File: src/sv/ppmrcd_pkg.sv
// Shared types and constants for the PPM receiver channel decoder.
package ppmrcd_pkg;

    localparam int NUM_SLOTS = 9;
    localparam int SLOT_W    = $clog2(NUM_SLOTS);
    localparam int CNT_W     = $clog2(NUM_SLOTS + 1);

    localparam int TIME_W    = 16;
    localparam int CFG_IDX_W = 2;
    localparam int CFG_DAT_W = 16;

    localparam logic [TIME_W-1:0] SYNC_THRESHOLD_RST = 16'd2100;

    localparam logic [TIME_W-1:0] DEF_ROLL     = 16'd1500;
    localparam logic [TIME_W-1:0] DEF_PITCH    = 16'd1500;
    localparam logic [TIME_W-1:0] DEF_THROTTLE = 16'd1000;
    localparam logic [TIME_W-1:0] DEF_YAW      = 16'd1500;

    localparam logic [TIME_W-1:0] SW_LOW_MIN  = 16'd900;
    localparam logic [TIME_W-1:0] SW_MID_MIN  = 16'd1400;
    localparam logic [TIME_W-1:0] SW_MID_LIM  = 16'd1800;

    localparam logic [TIME_W-1:0] SLOT_RESET [16] = '{
        16'd1500, 16'd1500, 16'd1000, 16'd1500, 16'd1500, 16'd2000, 16'd1500, 16'd0,
        16'd0, 16'd0, 16'd0, 16'd0, 16'd0, 16'd0, 16'd0, 16'd0
    };

    localparam logic [CFG_IDX_W-1:0] CFG_ENABLE    = 2'd0;
    localparam logic [CFG_IDX_W-1:0] CFG_THRESHOLD = 2'd1;

    typedef enum logic [1:0] {
        FUNC_CAPTURE = 2'd0,
        FUNC_STICKS  = 2'd1,
        FUNC_SWITCH  = 2'd2
    } t_func;

    typedef enum logic [2:0] {
        SW_OFF       = 3'd0,
        SW_OFF_TO_ON = 3'd1,
        SW_ON        = 3'd2,
        SW_ON_TO_OFF = 3'd3,
        SW_ON_PLUS   = 3'd4
    } t_sw_code;

    typedef struct packed {
        logic [1:0]        func;
        logic [TIME_W-1:0] capture_time;
    } t_in_item;

    typedef struct packed {
        logic [TIME_W-1:0] roll;
        logic [TIME_W-1:0] pitch;
        logic [TIME_W-1:0] throttle;
        logic [TIME_W-1:0] yaw;
        logic [2:0]        switch_state;
        logic              width_written;
        logic [3:0]        slot_written;
        logic [TIME_W-1:0] pulse_width;
    } t_out_item;

    typedef struct packed {
        logic              written;
        logic [3:0]        slot;
        logic [TIME_W-1:0] width;
    } t_cap_res;

    typedef struct packed {
        logic [TIME_W-1:0] roll;
        logic [TIME_W-1:0] pitch;
        logic [TIME_W-1:0] throttle;
        logic [TIME_W-1:0] yaw;
        logic [TIME_W-1:0] aux;
    } t_slot_view;

endpackage

File: src/sv/ppmrcd_slots.sv
// Slot table, slot counter and edge time register of the PPM decoder.
module ppmrcd_slots (
    input  logic                       i_clk,
    input  logic                       i_rst_n,
    input  logic                       i_capture,
    input  logic [ppmrcd_pkg::TIME_W-1:0] i_time,
    input  logic [ppmrcd_pkg::TIME_W-1:0] i_threshold,
    output ppmrcd_pkg::t_cap_res       o_cap,
    output ppmrcd_pkg::t_slot_view     o_view
);
    import ppmrcd_pkg::*;

    logic [TIME_W-1:0] r_slot [NUM_SLOTS];
    logic [CNT_W-1:0]  r_cnt;
    logic [CNT_W-1:0]  n_cnt;
    logic [TIME_W-1:0] r_last;
    logic              can_write;
    logic [SLOT_W-1:0] slot_idx;
    logic [TIME_W-1:0] width;

    assign can_write = (r_cnt < CNT_W'(NUM_SLOTS)) && (r_last != '0);
    assign slot_idx  = r_cnt[SLOT_W-1:0];
    assign width     = i_time - r_last;

    always_comb begin
        o_cap = '0;
        if (can_write) begin
            o_cap.written = 1'b1;
            o_cap.slot    = 4'(slot_idx);
            o_cap.width   = width;
        end
    end

    always_comb begin
        if (!can_write || width > i_threshold) begin
            n_cnt = '0;
        end else begin
            n_cnt = r_cnt + CNT_W'(1);
        end
    end

    assign o_view.roll     = r_slot[0];
    assign o_view.pitch    = r_slot[1];
    assign o_view.throttle = r_slot[2];
    assign o_view.yaw      = r_slot[3];
    assign o_view.aux      = r_slot[5];

    always_ff @(posedge i_clk) begin
        if (!i_rst_n) begin
            for (int i = 0; i < NUM_SLOTS; i++) begin
                r_slot[i] <= SLOT_RESET[i];
            end
            r_cnt  <= '0;
            r_last <= '0;
        end else if (i_capture) begin
            for (int i = 0; i < NUM_SLOTS; i++) begin
                if (can_write && slot_idx == SLOT_W'(i)) begin
                    r_slot[i] <= width;
                end
            end
            r_cnt  <= n_cnt;
            r_last <= i_time;
        end
    end

    a_cnt_range: assert property (@(posedge i_clk) disable iff (!i_rst_n)
        r_cnt <= CNT_W'(NUM_SLOTS))
        else $error("slot counter beyond slot count");

    a_cnt_restart: assert property (@(posedge i_clk) disable iff (!i_rst_n)
        i_capture && !can_write |=> r_cnt == '0)
        else $error("slot counter did not restart after a capture without a write");

endmodule

File: src/sv/ppm_receiver_channel_decoder.sv
// Top level of the PPM receiver channel decoder.
// An accepted item's result is registered in r_out, or in the skid entry if r_out is stalled.
// One item per cycle unless the skid is full; subtract and switch compare sit in one stage.
// An output register with a skid entry behind it keeps accepting while a result waits,
// and the input stall comes straight from the skid valid flop.
// Synchronous active-low reset restores slots, counters, switch memory, config, valid flags.
module ppm_receiver_channel_decoder (
    input  logic                          i_clk,
    input  logic                          i_rst_n,
    input  logic                          i_in_valid,
    output logic                          o_in_stall,
    input  ppmrcd_pkg::t_in_item          i_in,
    output logic                          o_out_valid,
    input  logic                          i_out_stall,
    output ppmrcd_pkg::t_out_item         o_out,
    input  logic                          i_cfg_valid,
    output logic                          o_cfg_ready,
    input  logic [ppmrcd_pkg::CFG_IDX_W-1:0] i_cfg_index,
    input  logic [ppmrcd_pkg::CFG_DAT_W-1:0] i_cfg_data
);
    import ppmrcd_pkg::*;

    logic              r_enable;
    logic [TIME_W-1:0] r_threshold;
    logic              r_sw_on;
    logic              n_sw_on;
    logic              r_out_valid;
    t_out_item         r_out;
    logic              r_skid_valid;
    t_out_item         r_skid;
    t_out_item         n_res;
    logic              in_acc;
    logic              out_fire;
    logic              capture;
    t_cap_res          cap;
    t_slot_view        view;

    assign in_acc      = i_in_valid && !r_skid_valid;
    assign out_fire    = r_out_valid && !i_out_stall;
    assign capture     = in_acc && (i_in.func == FUNC_CAPTURE);
    assign o_in_stall  = r_skid_valid;
    assign o_out_valid = r_out_valid;
    assign o_out       = r_out;
    assign o_cfg_ready = 1'b1;

    ppmrcd_slots u_slots (
        .i_clk       (i_clk),
        .i_rst_n     (i_rst_n),
        .i_capture   (capture),
        .i_time      (i_in.capture_time),
        .i_threshold (r_threshold),
        .o_cap       (cap),
        .o_view      (view)
    );

    always_comb begin
        n_res   = '0;
        n_sw_on = r_sw_on;
        case (i_in.func)
            FUNC_CAPTURE: begin
                n_res.width_written = cap.written;
                n_res.slot_written  = cap.slot;
                n_res.pulse_width   = cap.width;
            end
            FUNC_STICKS: begin
                if (r_enable) begin
                    n_res.roll     = view.roll;
                    n_res.pitch    = view.pitch;
                    n_res.throttle = view.throttle;
                    n_res.yaw      = view.yaw;
                end else begin
                    n_res.roll     = DEF_ROLL;
                    n_res.pitch    = DEF_PITCH;
                    n_res.throttle = DEF_THROTTLE;
                    n_res.yaw      = DEF_YAW;
                end
            end
            FUNC_SWITCH: begin
                if (view.aux >= SW_LOW_MIN && view.aux < SW_MID_MIN) begin
                    n_res.switch_state = SW_ON_PLUS;
                end else if (view.aux >= SW_MID_MIN && view.aux < SW_MID_LIM) begin
                    n_res.switch_state = r_sw_on ? SW_ON : SW_OFF_TO_ON;
                    n_sw_on = 1'b1;
                end else begin
                    n_res.switch_state = r_sw_on ? SW_ON_TO_OFF : SW_OFF;
                    n_sw_on = 1'b0;
                end
            end
            default: begin
            end
        endcase
    end

    always_ff @(posedge i_clk) begin
        if (!i_rst_n) begin
            r_enable    <= 1'b0;
            r_threshold <= SYNC_THRESHOLD_RST;
        end else if (i_cfg_valid) begin
            case (i_cfg_index)
                CFG_ENABLE:    r_enable    <= i_cfg_data[0];
                CFG_THRESHOLD: r_threshold <= i_cfg_data[TIME_W-1:0];
                default: begin
                end
            endcase
        end
    end

    always_ff @(posedge i_clk) begin
        if (!i_rst_n) begin
            r_sw_on <= 1'b0;
        end else if (in_acc) begin
            r_sw_on <= n_sw_on;
        end
    end

    always_ff @(posedge i_clk) begin
        if (!i_rst_n) begin
            r_out_valid  <= 1'b0;
            r_skid_valid <= 1'b0;
        end else if (r_skid_valid) begin
            if (out_fire) begin
                r_out        <= r_skid;
                r_skid_valid <= 1'b0;
            end
        end else if (in_acc) begin
            if (r_out_valid && i_out_stall) begin
                r_skid       <= n_res;
                r_skid_valid <= 1'b1;
            end else begin
                r_out       <= n_res;
                r_out_valid <= 1'b1;
            end
        end else if (out_fire) begin
            r_out_valid <= 1'b0;
        end
    end

    a_skid_behind_out: assert property (@(posedge i_clk) disable iff (!i_rst_n)
        r_skid_valid |-> r_out_valid)
        else $error("skid entry held without an output item");

    a_skid_holds: assert property (@(posedge i_clk) disable iff (!i_rst_n)
        r_skid_valid && i_out_stall |=> r_skid_valid && $stable(r_skid))
        else $error("skid entry lost while output stalled");

    a_capture_only_fields: assert property (@(posedge i_clk) disable iff (!i_rst_n)
        o_out_valid && o_out.width_written |->
            o_out.switch_state == '0 && o_out.roll == '0 && o_out.yaw == '0)
        else $error("capture item carries stick or switch data");

    a_accept_fills: assert property (@(posedge i_clk) disable iff (!i_rst_n)
        in_acc |=> o_out_valid)
        else $error("accepted item produced no output");

endmodule

File: config.mk
export PLATFORM = sky130hd
export DESIGN_NAME = ppm_receiver_channel_decoder
export DESIGN_NICKNAME = d
export VERILOG_FILES = /design/src/sv/ppmrcd_pkg.sv /design/src/sv/ppmrcd_slots.sv /design/src/sv/ppm_receiver_channel_decoder.sv
export SDC_FILE = /design/constraint.sdc
export NUM_CORES = 1
export LEC_CHECK = 0
export ABC_AREA = 1
export CORE_AREA = 5 5 152 154
export DETAILED_ROUTE_END_ITERATION = 10
export DIE_AREA = 0 0 157 159
export DONT_BUFFER_PORTS = 1
export GPL_TIMING_DRIVEN = 0
export PLACE_DENSITY = 0.75
export SYNTH_ARGS = -nofsm -noshare
export SYNTH_HDL_FRONTEND = slang
export SYNTH_SLANG_ARGS = --single-unit
File: constraint.sdc
create_clock -name i_clk -period 12.8 [get_ports i_clk]
set_clock_uncertainty 0.15 [all_clocks]
set_input_delay 2.56 -clock i_clk [delete_from_list [all_inputs] [get_ports i_clk]]
set_output_delay 2.56 -clock i_clk [all_outputs]
set_load 0.02 [all_outputs]
=== Yosys cells after proc, flatten, opt, wreduce, memory -nomap -nowiden ===
Memory sizes are Yosys's and may differ from the RTL's.
Index checks and enable logic that the tools add are counted.

* Memory bits (writable): 144
* Latch bits: 0
* Memories: 1
* ROM bits: 0
* Bits in registers: 216
* Word-level logic and storage cells: 157

{| class="wikitable"
|+ Memory list
! name !! depth !! bits a word !! read ports !! clocked after memory_dff !! wr ports !! line !! text
|-
| u_slots.r_slot || 9 || 16 || 5 || 0 || 9 || ppmrcd_slots.sv:13 || <nowiki>logic [TIME_W-1:0] r_slot [NUM_SLOTS];</nowiki>
|}

* Eq/ne operators: 14
* Bitwise logic cells: 11
* $mul: 0
* Div/mod/pow operators: 0
* Reduce and logical (&&, ||, !) cells: 32
* Add/subtract/negate cells: 2
* Mux-type cells: 68
* $lt $le $gt $ge: 6
* Shift operators: 0

{| class="wikitable"
|+ Operator list
! kind !! count
|-
| 88-bit 2-to-1 mux || 4
|-
| 16-bit 2-to-1 mux || 9
|-
| 64-bit 2-to-1 mux || 2
|-
| 1-bit 2-to-1 mux || 45
|-
| 21-bit 2-to-1 mux || 2
|-
| 16-bit by 11-bit < comparator with 1-bit output, second input constant || 2
|-
| 4-bit by 3-bit equality test with 1-bit output, second input constant || 4
|-
| 16-bit by 10-bit >= comparator with 1-bit output, second input constant || 1
|-
| 16-bit by 11-bit >= comparator with 1-bit output, second input constant || 1
|-
| 16-bit greater-than comparator || 1
|-
| 1-bit logical AND || 16
|-
| 16-bit nonzero test || 1
|-
| 16-bit subtractor || 1
|-
| 1-bit bitwise OR || 9
|-
| 4-bit by 2-bit equality test with 1-bit output, second input constant || 2
|-
| 4-bit AND reduction || 2
|-
| 2-bit 2-to-1 mux || 3
|-
| 3-bit 2-to-1 mux || 2
|-
| 3-bit AND reduction || 2
|-
| 4-bit by 1-bit adder with 4-bit output, second input constant || 1
|-
| 2-bit by 1-bit equality test with 1-bit output, second input constant || 2
|-
| 4-bit by 1-bit equality test with 1-bit output, second input constant || 1
|-
| 4-bit equality test, second input constant || 1
|-
| 2-bit zero test || 2
|-
| other kinds (11) || 17
|}

=== Longest topological paths before layout ===
An unclocked memory read counts as a cell.

* Depth in word-level cells: 9
* Depth in mapped cells: 24

=== Modules after synthesis ===
Synthesis repeated with hierarchy kept, for this count alone.

* Cells, all modules: 1,285
* Area, all modules: 13,264.0 um^2

{| class="wikitable"
|+ By module, submodules not included
! module !! times used !! area each (um^2) !! sequential area each (um^2) !! cells each
|-
| ppm_receiver_channel_decoder || 1 || 8,321.7 || 5,685.5 || 796
|-
| ppmrcd_slots || 1 || 4,942.2 || 2,802.7 || 489
|}

=== Least setup slack after synthesis ===
OpenSTA, ideal clock, no wires.

* Path type: input -> register
* Start: input port i_rst_n
* End: register r_skid[0] (netlist bit) (enable)
* Stages on the path: 3
* Arrival: 6,557 ps
* Setup time: 535 ps
* Setup slack: 5,558 ps
* Path through: clkbuf_1 > nand2_1 > nor2_1

* Cells in the longest elaborated chain, start to end: 1

{| class="wikitable"
|+ Ends and longest elaborated chain
! item !! line !! text
|-
| start: declaration || ppm_receiver_channel_decoder.sv:9 || <nowiki>input logic i_rst_n,</nowiki>
|-
| 4-bit AND reduction (no line) || n/a ||
|-
| end signal: assignment || ppm_receiver_channel_decoder.sv:127 || <nowiki>r_skid <= n_res;</nowiki>
|-
| end: declaration || ppm_receiver_channel_decoder.sv:30 || <nowiki>t_out_item r_skid;</nowiki>
|}

Every way passes these cells.
A chain may end at the register's enable or synchronous reset.

=== Worst setup path in the final report ===
* Start: input port i_in[0] (netlist bit)
* End: register u_slots.r_cnt[0]

* Cells in the longest elaborated chain, start to end: 4

{| class="wikitable"
|+ Ends and longest elaborated chain
! item !! line !! text
|-
| start: declaration || ppm_receiver_channel_decoder.sv:12 || <nowiki>input ppmrcd_pkg::t_in_item i_in,</nowiki>
|-
| 16-bit subtractor || ppmrcd_slots.sv:23 || <nowiki>assign width = i_time - r_last;</nowiki>
|-
| net u_slots.width[10] || ppmrcd_slots.sv:19 || <nowiki>logic [TIME_W-1:0] width;</nowiki>
|-
| 16-bit greater-than comparator || ppmrcd_slots.sv:35 || <nowiki>if (!can_write || width > i_threshold) begin</nowiki>
|-
| 1-bit logical OR || ppmrcd_slots.sv:35 ||
|-
| 4-bit 2-to-1 mux || ppmrcd_slots.sv:35 ||
|-
| end signal: assignment || ppmrcd_slots.sv:61 || <nowiki>r_cnt <= n_cnt;</nowiki>
|-
| end: declaration || ppmrcd_slots.sv:14 || <nowiki>logic [CNT_W-1:0] r_cnt;</nowiki>
|}

The timed path passes the listed nets, and every way through them passes these cells.

==> reports/metrics.yaml <==
outcome: "finished, final reports clean"
crit_arrival_ps: 5540
cp_max_fo: 4
dp_hpwl_mm: 19.7
fin_crit_sh: 0.412
synthFlopType: "edfxtp_1"
root_buffer: "clkbuf_16"
syn-instance-count: 1222
max_stage_delay_ps: 470
htree_levels: 1
path_clk_slew_ps: 60
grt_max_degree: 38
ir_drop_mv: 0.115
rows: 54
clockBufferDepth: 3
drc: 0
die_w_um: 157
cts_inserted_buffers: 28
hold_path.class: "register to register"
io_buffers: 0
ys_warn_count: 0
fin_nets: 1334
crit_top_cell: "nand2_1"
period_needed_ps: 5280
async_reset_ff_frac: 0
slew_viol_final: 0
syn_nets: 1300
met2_length_mm: 13.7
setup.worst_path.end_class: "register"
viasPerCell: 5.35
globalRouteTotalUtil: 0.218
clock.fmax_mhz: 189
fill_cells: 1677
synthTopCellsByCount: "405 x nand2_1, 254 x edfxtp_1, 129 x inv_1"
synth_area_sq_um: 12600
cts_hold_buf: 0
die_h_um: 159
wirelength_mm: 27.6
p_leak_nw: 5.80
gp_congestion: 0.904
wl_per_cell_um: 17.7
synth_area_leader_cell: "edfxtp_1"
grt_pass1_wl_mm: 43.1
antenna_found_initial: 0
hold_viol_final: 0
synth_cell_types: 39
synth_area_per_cell_sq_um: 10.3
path_cells: "inv_1 -> ha_1 -> inv_1 -> fa_1 -> nand3_1 -> nand2_1 -> nand3_1 -> nand2_1 -> nand2_1 -> nand2_1 -> xor2_1 -> inv_1 -> ha_1 -> nand2_1 -> inv_1 -> nand3_1 -> nor2_1 -> nand2_1 -> nand2_1 -> nand2_1 -> nand2_1 -> nand2_1 -> nand2_1 -> nor2_1"
finalPower_mw: 2.10
dr.max_layer_used: "met4"
synth_seq_area_share: 0.666
coreArea_sq_um: 21600
synthToLayoutAreaGrowth_pct: 10.5
start_kind: "primary input"
antenna_cells: 0
wl_met3_mm: 2.26
ant_nets: 0
clock_latency_ps: 530
synth.most_common_cell: "nand2_1"
first_pass_iters: 5
cp_data_required_time_ps: 13070
slowest_stage: "xor2_1"
critPathKind: "primary input to register"
cts_tree: "done"
dieArea_sq_um: 25000
globalRouteOverflowTotal: 0
cts-resized-gates: 0
io_pins: 132
cts_sinks: 294
dr.first_iter.drc_count: 787
num_vias: 8328
grt_pass1_vias: 7965
post_cts_buffers: 0
drive_above_1_share: 0.0595
tightest_slew_ps: 1020
maxCapViolCount: 0
cellPowerDensity_nw_per_um2: 150
ys_ff_latch: 294
slew_headroom: 0.321
start_util: 0.587
synth_edf_count: 254
wl_met1_mm: 10.9
grt_setup_unrepaired: "no"
fin_setup_tns_ps: 0
setup_viol: 0
synth_top_area_frac: 0.603
synthTopCellsByArea: "edfxtp_1 60%, nand2_1 12%, dfxtp_1 6.3%, inv_1 3.8%, ha_1 3.6%"
[cell type report]
type,count,area [sq um],share of cell area
Buffer,44,185,0.0132
Clock buffer,40,777,0.0556
Sequential cell,294,8430,0.603
Inverter,145,547,0.0391
Timing Repair Buffer,4,80.1,0.00573
Clock inverter,12,106,0.00761
Tap cell,280,350,0.0251
Multi-Input combinational cell,739,3510,0.251
[per-stage QoR]
step | std cells | setup WS [ps] | hold slack (ps) | util | area, sq um
2_1_floorplan | 1222 | 5560 | 285 | - | 12600
3_3_place_gp | 1502 | 3830 | 305 | 0.603 | 13000
3_5_place_dp | 1506 | 7050 | 307 | 0.608 | 13100
4_1_cts | 1558 | 7570 | 316 | 0.649 | 14000
5_1_grt | 1558 | 7200 | 328 | 0.649 | 14000
6_report | 1558 | 7520 | 311 | 0.649 | 14000
[critical path, delay by kind of cell]
| kind | cells | cell delay [ps] |
|---|---|---|
| simple gates | 16 | 1280 |
| fa+ha+maj | 3 | 870 |
| xor+xnor | 1 | 470 |
| buf+inv | 4 | 350 |
[report_power, final]
part / leakage, nW / switching, mW / total [mW] / internal, mW
Clock: 0.428 / 0.334 / 0.795 / 0.461
Sequential: 2.72 / 0.0305 / 1.11 / 1.08
Combinational: 2.65 / 0.139 / 0.192 / 0.0533
[cells by family after synthesis]
logic type,synth area share
AND/OR/NAND/NOR,0.172
flip-flops,0.666
buffers and inverters,0.0579
AO/OA/AOI/OAI,0.0570
adder cells (fa/ha/maj),0.0372
XOR/XNOR,0.00970
other,0.000297
[path summary, 6_finish.rpt]
check	endpoint	from	slack, ps	cells after the start
worst max-delay path	u_slots.r_cnt[0]	i_in[0]	7520	24
worst min-delay path	r_threshold[9]	r_threshold[9]	310	2
worst max register to register	u_slots.r_cnt[0]	u_slots.r_last[0]	9270	23
worst min register to register	r_threshold[9]	r_threshold[9]	310	2
[flip-flops by register name, summed over array words and instances (netlist names)]
signal / flops
o_out_valid: 1
u_slots.r_last: 16
r_skid: 88
u_slots.r_cnt: 4
o_in_stall: 1
r_enable: 1
r_sw_on: 1
r_threshold: 16
o_out: 88
u_slots.r_slot: 78
[placed cells by master, fill, tap and decap left out, drive strengths merged, types with 2 or more instances in the layout]
| master | Yosys | routed |
|---|---|---|
| nor2 | 101 | 101 |
| clkinv | 0 | 9 |
| xor2 | 14 | 14 |
| nand4 | 7 | 7 |
| nand3 | 19 | 19 |
| inv | 145 | 145 |
| o211ai | 4 | 4 |
| edfxtp | 254 | 254 |
| clkbuf | 38 | 78 |
| a21oi | 79 | 79 |
| or2 | 3 | 3 |
| nand2 | 407 | 407 |
| nand3b | 2 | 2 |
| ha | 36 | 36 |
| nor3 | 5 | 5 |
| buf | 6 | 10 |
| bufinv | 0 | 2 |
| o21ai | 52 | 52 |
| dfxtp | 40 | 40 |
[layer usage]
layer | track usage | up-vias
met5 | 0 | -
met2 | 0.374 | 338
met4 | 0.0572 | 0
li1 | - | 4068
met1 | 0.282 | 3883
met3 | 0.0500 | 39
No activity file was read; power rests on OpenSTA's default activity.
